<file path="src/rtl/core/cpf_pkg.sv">
// ============================================================================
// cpf_pkg
// Shared types and codes for the command parameter framer.
// ============================================================================
`default_nettype none

package cpf_pkg;

    localparam int CODE_W    = 3;   // bits per signature slot
    localparam int CNT_W     = 5;   // per-type counter width
    localparam int NUM_TYPES = 5;   // byte, int16, int32, string, blob
    localparam int OFF_W     = 12;  // reported buffer offset width

    // signature slot codes
    localparam logic [CODE_W-1:0] CODE_END    = 3'd0;
    localparam logic [CODE_W-1:0] CODE_BYTE   = 3'd1;
    localparam logic [CODE_W-1:0] CODE_INT16  = 3'd2;
    localparam logic [CODE_W-1:0] CODE_INT32  = 3'd3;
    localparam logic [CODE_W-1:0] CODE_STRING = 3'd4;
    localparam logic [CODE_W-1:0] CODE_BLOB   = 3'd5;

    // reported parameter types
    localparam logic [2:0] PT_BYTE   = 3'd0;
    localparam logic [2:0] PT_INT16  = 3'd1;
    localparam logic [2:0] PT_INT32  = 3'd2;
    localparam logic [2:0] PT_STRING = 3'd3;
    localparam logic [2:0] PT_BLOB   = 3'd4;

    // error codes
    localparam logic [1:0] ERR_NONE     = 2'd0;
    localparam logic [1:0] ERR_BAD_CODE = 2'd1;
    localparam logic [1:0] ERR_BUF_FULL = 2'd2;
    localparam logic [1:0] ERR_TOO_MANY = 2'd3;

    // request kinds
    localparam logic KIND_DATA  = 1'b0;
    localparam logic KIND_TABLE = 1'b1;

    typedef enum logic [2:0] {
        MODE_NEW,
        MODE_FIXED,
        MODE_STRING,
        MODE_LEN_LO,
        MODE_LEN_HI
    } mode_t;

    typedef struct packed {
        logic              kind;
        logic [7:0]        data_byte;
        logic [7:0]        table_cmd;
        logic [2:0]        table_slot;
        logic [CODE_W-1:0] table_code;
    } item_t;

    typedef struct packed {
        logic             more_expected;
        logic             stored;
        logic [OFF_W-1:0] store_offset;
        logic             param_started;
        logic [2:0]       param_type;
        logic [3:0]       param_index;
        logic [OFF_W-1:0] param_offset;
        logic [15:0]      blob_length;
        logic [1:0]       error;
    } result_t;

    // signature slot write, already range checked
    typedef struct packed {
        logic              en;
        logic [7:0]        cmd;
        logic [2:0]        slot;
        logic [CODE_W-1:0] code;
    } sig_wr_t;

    typedef logic [NUM_TYPES-1:0][CNT_W-1:0] cnt_arr_t;

endpackage

`default_nettype wire

</file>
<file path="src/rtl/core/cpf_frame.sv">
// ============================================================================
// cpf_frame
// Framing state and per-request step: byte storage, parameter starts,
// slot advance, error flags and signature write requests.
// ============================================================================
`default_nettype none

module cpf_frame
    import cpf_pkg::*;
#(
    parameter int SIG_SLOTS    = 8,
    parameter int RECV_BYTES   = 4096,
    parameter int MAX_PER_TYPE = 16,
    parameter int NUM_CMDS     = 256
)
(
    input  wire logic                        clk,
    input  wire logic                        rst_n,
    input  wire logic                        step,
    input  wire item_t                       item,
    input  wire logic [CODE_W*SIG_SLOTS-1:0] row_a,
    input  wire logic [CODE_W*SIG_SLOTS-1:0] row_b,
    output result_t                          res,
    output sig_wr_t                          wr,
    output logic      [7:0]                  cmd_ahead
);

    localparam int ROW_W = CODE_W * SIG_SLOTS;
    localparam int SPW   = $clog2(SIG_SLOTS + 1);
    localparam int WPW   = $clog2(RECV_BYTES + 1);
    localparam logic [8:0]       NCMD  = 9'(NUM_CMDS);
    localparam logic [4:0]       NSLOT = 5'(SIG_SLOTS);
    localparam logic [SPW-1:0]   SLOTS = SPW'(SIG_SLOTS);
    localparam logic [WPW-1:0]   RBYTE = WPW'(RECV_BYTES);
    localparam logic [CNT_W-1:0] MAXPT = CNT_W'(MAX_PER_TYPE);

    mode_t          mode_reg,  mode_next;
    logic [7:0]     cmd_reg,   cmd_next;
    logic [SPW-1:0] slot_reg,  slot_next;
    logic [15:0]    rem_reg,   rem_next;
    logic [7:0]     llb_reg,   llb_next;
    logic [WPW-1:0] wp_reg,    wp_next;
    cnt_arr_t       cnt_reg,   cnt_next;

    logic [ROW_W-1:0]  row;
    logic [CODE_W-1:0] code;
    logic [2:0]        pt;
    logic [15:0]       len;
    logic              do_slot;
    logic              do_end;

    assign row = (mode_reg == MODE_NEW) ? row_a : row_b;

    always_comb
    begin
        mode_next = mode_reg;
        cmd_next  = cmd_reg;
        slot_next = slot_reg;
        rem_next  = rem_reg;
        llb_next  = llb_reg;
        wp_next   = wp_reg;
        cnt_next  = cnt_reg;
        res       = '0;
        wr        = '0;
        code      = CODE_END;
        pt        = PT_BYTE;
        len       = {item.data_byte, llb_reg};
        do_slot   = 1'b0;
        do_end    = 1'b0;

        if (item.kind == KIND_TABLE)
        begin
            // table is written only when the request actually steps
            wr.en   = step && ({1'b0, item.table_cmd} < NCMD) &&
                      ({2'b00, item.table_slot} < NSLOT);
            wr.cmd  = item.table_cmd;
            wr.slot = item.table_slot;
            wr.code = item.table_code;
            res.more_expected = (mode_reg != MODE_NEW);
        end
        else
        begin
            // byte storage for fixed and string fields
            if (mode_reg == MODE_FIXED || mode_reg == MODE_STRING)
            begin
                if (wp_next < RBYTE)
                begin
                    res.stored       = 1'b1;
                    res.store_offset = OFF_W'(wp_next);
                    wp_next          = wp_next + 1'b1;
                end
                else if (res.error == ERR_NONE)
                begin
                    res.error = ERR_BUF_FULL;
                end
            end

            case (mode_reg)
                MODE_FIXED:
                begin
                    rem_next = rem_next - 16'd1;
                    res.more_expected = 1'b1;
                    do_slot = (rem_next == 16'd0);
                end
                MODE_STRING:
                begin
                    res.more_expected = 1'b1;
                    do_slot = (item.data_byte == 8'd0);
                end
                MODE_LEN_LO:
                begin
                    llb_next  = item.data_byte;
                    mode_next = MODE_LEN_HI;
                    res.more_expected = 1'b1;
                end
                MODE_LEN_HI:
                begin
                    // blob start
                    if (cnt_next[PT_BLOB] >= MAXPT)
                    begin
                        if (res.error == ERR_NONE)
                        begin
                            res.error = ERR_TOO_MANY;
                        end
                    end
                    else
                    begin
                        res.param_started = 1'b1;
                        res.param_type    = PT_BLOB;
                        res.param_index   = cnt_next[PT_BLOB][3:0];
                        res.param_offset  = OFF_W'(wp_next);
                        res.blob_length   = len;
                        cnt_next[PT_BLOB] = cnt_next[PT_BLOB] + 1'b1;
                    end
                    if (len == 16'd0)
                    begin
                        do_slot = 1'b1;
                    end
                    else
                    begin
                        rem_next  = len;
                        mode_next = MODE_FIXED;
                        res.more_expected = 1'b1;
                    end
                end
                default:
                begin
                    cmd_next  = item.data_byte;
                    slot_next = '0;
                    do_slot   = 1'b1;
                end
            endcase

            // open the next signature slot
            if (do_slot)
            begin
                if (slot_next < SLOTS)
                begin
                    code = CODE_W'(row >> (CODE_W * slot_next));
                end
                pt = code - 3'd1;
                res.more_expected = 1'b1;
                if (code == CODE_END)
                begin
                    do_end = 1'b1;
                    res.more_expected = 1'b0;
                end
                else
                begin
                    slot_next = slot_next + 1'b1;
                    case (code)
                        CODE_BYTE, CODE_INT16, CODE_INT32, CODE_STRING:
                        begin
                            if (cnt_next[pt] >= MAXPT)
                            begin
                                if (res.error == ERR_NONE)
                                begin
                                    res.error = ERR_TOO_MANY;
                                end
                            end
                            else
                            begin
                                if (!res.param_started)
                                begin
                                    res.param_started = 1'b1;
                                    res.param_type    = pt;
                                    res.param_index   = cnt_next[pt][3:0];
                                    res.param_offset  = OFF_W'(wp_next);
                                end
                                cnt_next[pt] = cnt_next[pt] + 1'b1;
                            end
                            if (code == CODE_STRING)
                            begin
                                mode_next = MODE_STRING;
                            end
                            else
                            begin
                                mode_next = MODE_FIXED;
                                rem_next  = (code == CODE_BYTE)  ? 16'd1 :
                                            (code == CODE_INT16) ? 16'd2 : 16'd4;
                            end
                        end
                        CODE_BLOB:
                        begin
                            mode_next = MODE_LEN_LO;
                        end
                        default:
                        begin
                            if (res.error == ERR_NONE)
                            begin
                                res.error = ERR_BAD_CODE;
                            end
                            do_end = 1'b1;
                            res.more_expected = 1'b0;
                        end
                    endcase
                end
            end

            // command complete or aborted
            if (do_end)
            begin
                mode_next = MODE_NEW;
                slot_next = '0;
                rem_next  = '0;
                llb_next  = '0;
                wp_next   = '0;
                cnt_next  = '0;
            end
        end
    end

    assign cmd_ahead = step ? cmd_next : cmd_reg;

    always_ff @(posedge clk or negedge rst_n)
    begin
        if (!rst_n)
        begin
            mode_reg <= MODE_NEW;
            cmd_reg  <= '0;
            slot_reg <= '0;
            rem_reg  <= '0;
            llb_reg  <= '0;
            wp_reg   <= '0;
            cnt_reg  <= '0;
        end
        else if (step)
        begin
            mode_reg <= mode_next;
            cmd_reg  <= cmd_next;
            slot_reg <= slot_next;
            rem_reg  <= rem_next;
            llb_reg  <= llb_next;
            wp_reg   <= wp_next;
            cnt_reg  <= cnt_next;
        end
    end

endmodule

`default_nettype wire

</file>
<file path="config.mk">
export PLATFORM = sky130hd
export DESIGN_NAME = cpf_frame
export DESIGN_NICKNAME = d
export VERILOG_FILES = /design/src/rtl/core/cpf_pkg.sv /design/src/rtl/core/cpf_frame.sv
export SDC_FILE = /design/constraint.sdc
export NUM_CORES = 1
export LEC_CHECK = 0
export ABC_AREA = 1
export BUFFER_PORTS_ARGS = -buffer_cell sky130_fd_sc_hd__buf_4
export CAP_MARGIN = 20
export CORE_AREA = 2 2 103 130
export CTS_CLUSTER_SIZE = 14
export DETAILED_ROUTE_END_ITERATION = 16
export DIE_AREA = 0 0 105 132
export GPL_TIMING_DRIVEN = 0
export PLACE_DENSITY_LB_ADDON = 0.3
export SYNTH_ARGS = -nofsm -noshare
export SYNTH_HDL_FRONTEND = slang
export SYNTH_SLANG_ARGS = --single-unit
</file>
<file path="constraint.sdc">
create_clock -name clk -period 5.97 [get_ports clk]
set_input_delay 1.194 -clock clk [delete_from_list [all_inputs] [get_ports clk]]
set_output_delay 1.194 -clock clk [all_outputs]
set_load 0.01 [all_outputs]
</file>
---- Word level (Yosys, flattened, before mapping) ----
Cells that the tools add are included.
word-level totals
  word-level logic and storage cells ...... 143
  input port bits ......................... 74
  register bits ........................... 77
operators by class
  multiplexer cells ....................... 82
  $lt $le $gt $ge ......................... 6
  multiply operators ...................... 1
  eq/ne operators ......................... 11
  reductions and logical operators ........ 23
  add/subtract/negate cells ............... 6
  bitwise logic cells ..................... 1
  shift operators ......................... 1
operators by type and width
  cell                                                count
  2-to-1 mux 25 bit                                   5
  2-to-1 mux 16 bit                                   6
  2-to-1 mux 20 bit                                   4
  2-to-1 mux 38 bit                                   2
  2-to-1 mux 13 bit                                   5
  2-to-1 mux 51 bit                                   1
  2-to-1 mux 8 bit                                    5
  2-to-1 mux 36 bit                                   1
  logical NOT 16 bit                                  2
  case mux 16 bit (2 select lines)                    1
  2-to-1 mux 3 bit                                    9
  bitwise mux 25 bit                                  1
  2-to-1 mux 5 bit                                    5
  2-to-1 mux 24 bit                                   1
  right shift 24 x 6 -> 3 bit                         1
  2-to-1 mux 2 bit                                    11
  2-to-1 mux 4 bit                                    5
  2-to-1 mux 19 bit                                   1
  subtractor 16 x 1 -> 16 bit, second input constant  1
  binary-select mux 5 bit (select 3 bit)              1
  demux 5 bit (select 3 bit)                          1
  2-to-1 mux 15 bit                                   1
  adder 13 x 1 -> 13 bit, second input constant       1
  < comparator 13 bit, second input constant          1
  32 further kinds                                    59

---- Logic depth before layout (Yosys ltp) ----
  depth in word-level cells ............... 20
  mapped depth ............................ 29

---- Worst setup path before layout ----
No wires, ideal clock.
  path type ............................... input port to output port
  from .................................... input port row_a[15]
  to ...................................... output port res[29] (netlist name)
  stages on the path ...................... 22
  path slack .............................. 890 ps
  buffers on the path ..................... 2
  arrival ................................. 3886 ps
  cells stage by stage .................... inv_1 > nand3_1 > nand2_1 > inv_1 > nand2_1 > nand3_1 > nand2_2 > nand2_4 > nand3_4 > buf_6 > ha_1 > ha_1 > inv_1 > nor2_1 > nand4_1 > nand3_2 > nor2_8 > nand2_4 > inv_4 > o21ai_4 > buf_6 > nor2_1
RTL lines
  what             RTL line         text
  start, declared  cpf_frame.sv:21  input wire logic [CODE_W*SIG_SLOTS-1:0] row_a,
  end, declared    cpf_frame.sv:23  output result_t res,

==> results.py <==
metrics = {
    "finish": {
        "final_layout_size_suffix_gt1_share_pct": 22.8,
        "fill_cells": 1224,
        "instances_no_fill": 1236,
        "num-nets-final": 1153,
        "finalCoreUtilization_pct": 61.8,
        "antenna_cells": 0,
        "largest_reg_flops": 25,
        "area_growth_pct": 25.9,
    },
    "sta": {
        "worst-slew-pin-transition_ns": 0.992,
        "hold_viol": 0,
        "max_freq_ghz": 0.179,
        "slew_headroom_pct": 33.9,
        "finalMaxSlewViolations": 0,
        "fin_hold_ws_ns": 0.473,
        "final.setup_skew_ns": 0.00750,
        "rsz0062_at_grt": "no",
        "setup_viol": 0,
        "tns_ns": 0,
        "min_period_ns": 5.58,
        "final.setup.worst_slack_ns": 0.394,
        "finalCritPeriodShare_pct": 93.4,
    },
    "logic_synthesis": {
        "synth.area.mux_share_pct": 0,
        "synth_compound_gate_area_share_pct": 13.5,
        "synth_xor_area_share_pct": 2.96,
        "synth_common_cells": "nand2_1 (220), inv_1 (143), nor2_1 (86)",
        "postSynthAreaPerCell_sq_um": 6.77,
        "yosys.area_share.simple_pct": 36.9,
        "synth_top_family_by_area": "simple AND/OR/NAND/NOR gates",
        "synthArstFlopShare_pct": 100,
        "synth.distinct_cells": 46,
        "synth_fa_ha_area_share_pct": 3.25,
        "yosys_warnings": 0,
        "yosysMostFrequentCell": "nand2_1",
        "synth_edf_count": 0,
        "syn-num-nets": 1000,
        "synth_top_area_share_pct": 31.3,
        "synth_cells": 910,
        "synth.area.top_cells": "dfrtp_1 (31%), nand2_1 (13%), inv_1 (8.7%), nor2_1 (5.2%), nand3_1 (4.8%)",
        "ys_ff_latch": 77,
        "ys.flop_type": "dfrtp_1",
        "netlist_area_sq_um": 6160,
        "ys_seq_area_share_pct": 31.3,
        "yosysTopAreaCell": "dfrtp_1",
    },
    "drt": {
        "wl_mm": 18.4,
        "viasPerCell": 5.28,
        "drc_errors": 0,
        "first_pass_iters": 5,
        "ant_nets": 0,
        "wl_per_cell_um": 14.9,
        "drtIter0Drc": 530,
        "via_count": 6529,
    },
    "clock_network": {
        "cts_inserted_buffers": 9,
        "cts-root-buf": "clkbuf_16",
        "path_clk_slew_ns": 0.06,
        "cts.sinks": 77,
        "clk_latency_ns": 0.34,
        "tritoncts": "built",
        "cts_hold_buf": 0,
        "clock_path_buffers": 2,
        "htreeDepth": 3,
    },
    "worst_setup_path": {
        "reg2reg_from": "mode_reg[1]",
        "rr_worst_depth": 29,
        "startpoint_type": "flip-flop",
        "cp.arrival_ns": 4.38,
        "path_common_cell": "nand2_1",
        "critical_path_class": "flip-flop to output pin",
        "slowest_delay_ns": 0.44,
        "endpoint_kind": "output pin",
        "cp_max_fo": 11,
        "crit_required_ns": 4.78,
        "r2r-end": "cnt_reg[22]",
        "timing.reg2reg.setup_slack_ns": 1.55,
        "slowest_stage": "dfrtp_1",
    },
    "power": {
        "p_leak_uw": 0.00411,
        "vdd_drop_max_mv": 0.494,
        "p_per_area_nw_per_um2": 630,
    },
    "global_routing": {
        "antenna_found_initial": 0,
        "grt_usage_pct": 26.8,
        "grt_pass1_vias": 6274,
        "grt-ovfl-total": 0,
        "grt_pass1_wl_mm": 30.4,
        "grt_max_degree": 78,
    },
    "placed_design": {
        "dp_cells": 1217,
        "place_congestion": 0.947,
        "place_hpwl_mm": 14.2,
        "dp_slack_ns": 0.0682,
        "numPortBuffers": 139,
    },
    "floorplanning": {
        "initial_utilization_pct": 49.1,
        "row_count": 46,
        "fp.dieH_um": 132,
        "coreArea_sq_um": 12500,
        "die_w_um": 105,
        "io_pins": 149,
        "die-area_sq_um": 13900,
    },
    "run_status": {
        "status": "complete, no violations",
    },
    "min_path": {
        "hold_end": "cnt_reg[6]",
        "worstHoldPathCells": 2,
        "holdCritStartpoint": "cnt_reg[6]",
        "hold_class": "flip-flop to flip-flop",
    },
    "run": {
        "maxCapViolations": 0,
    },
}
[logic make-up (layout without fill, tap and decap cells)]
group,count (synthesis),in the layout
fa+ha+maj,16,16
buf+inv,181,339
xor+xnor,20,20
flops,77,77
compound gates,139,139
simple gates,477,477
[final cells by class]
cell class | count | area [sq um] | share of cell area [%]
plain buffers | 27 | 164 | 2.11
clock buffers | 10 | 239 | 3.08
clock inverters | 6 | 72.6 | 0.935
inverters | 154 | 581 | 7.48
multi-input cells | 652 | 3500 | 45.1
flip-flops and latches | 77 | 1930 | 24.8
well taps | 168 | 210 | 2.71
repair buffers | 142 | 1070 | 13.7
[what timing repair did]
| action | CTS | global route |
|---|---|---|
| setup buffers | 0 | 3 |
| pin swaps | 0 | 1 |
| endpoints found under the setup margin | 10 | 11 |
| gates resized for setup | 1 | 1 |
[worst max-delay path: cells and delay by family (launching register included)]
kind	cells	cell delay (ns)
flops	1	0.44
simple gates	15	1.65
fa+ha+maj	2	0.63
compound gates	1	0.19
buf+inv	7	1.14
[placed cells by master (no fill, tap or decap), types with 5 or more instances in the layout]
| cell type | Yosys | routed |
|---|---|---|
| a21oi_1 | 26 | 26 |
| clkbuf_16 | 0 | 9 |
| nor3_1 | 19 | 19 |
| nor2_1 | 86 | 85 |
| buf_4 | 2 | 144 |
| o21ai_0 | 32 | 32 |
| inv_1 | 143 | 143 |
| nand3_1 | 59 | 59 |
| nand2_2 | 15 | 15 |
| dfrtp_1 | 77 | 77 |
| clkbuf_1 | 13 | 13 |
| nand2_1 | 220 | 220 |
| o21ai_1 | 15 | 15 |
| nand3b_1 | 12 | 12 |
| buf_6 | 7 | 7 |
| xor2_1 | 18 | 18 |
| a221oi_1 | 7 | 7 |
| ha_1 | 16 | 16 |
| inv_2 | 10 | 10 |
| nor2_2 | 15 | 15 |
| nand4_1 | 25 | 25 |
| nand3_2 | 5 | 5 |
| o22ai_1 | 44 | 44 |
| nand2_4 | 6 | 6 |
[routing by layer]
metal  track usage, %  routed length, um  vias up
met4             12.7                794        0
met5                0                  0        -
met3             4.05                946       52
met1             32.2               7380     2997
met2             46.8               9300      221
li1                 -                  -     3259
[per-stage QoR]
stage | instance area [sq um] | total power (uW)
6_report | 7760 | 4890
5_1_grt | 7760 | 5320
4_1_cts | 7730 | 4770
3_5_place_dp | 7420 | 4180
3_3_place_gp | 7420 | 4150
2_1_floorplan | 6160 | 3310
[where the power goes]
| group | total (uW) | switching [uW] | leakage [uW] | internal (uW) |
|---|---|---|---|---|
| logic | 3480 | 2300 | 0.00291 | 1180 |
| clock network | 568 | 230 | 0.000149 | 338 |
| registers | 834 | 135 | 0.00104 | 699 |
| total | 4890 | 2670 | 0.00411 | 2220 |
[how the worst max path moves through the flow]
stage,endpoint,cells after the start,start
after detailed placement,res[29],24,row_a[15]
after floorplan,res[29],22,row_a[15]
final,res[29],25,mode_reg[1]
after global placement,res[29],24,row_a[15]
after global routing,res[29],25,mode_reg[1]
after CTS,res[29],25,mode_reg[1]
Power figures use the tool's default switching activity.
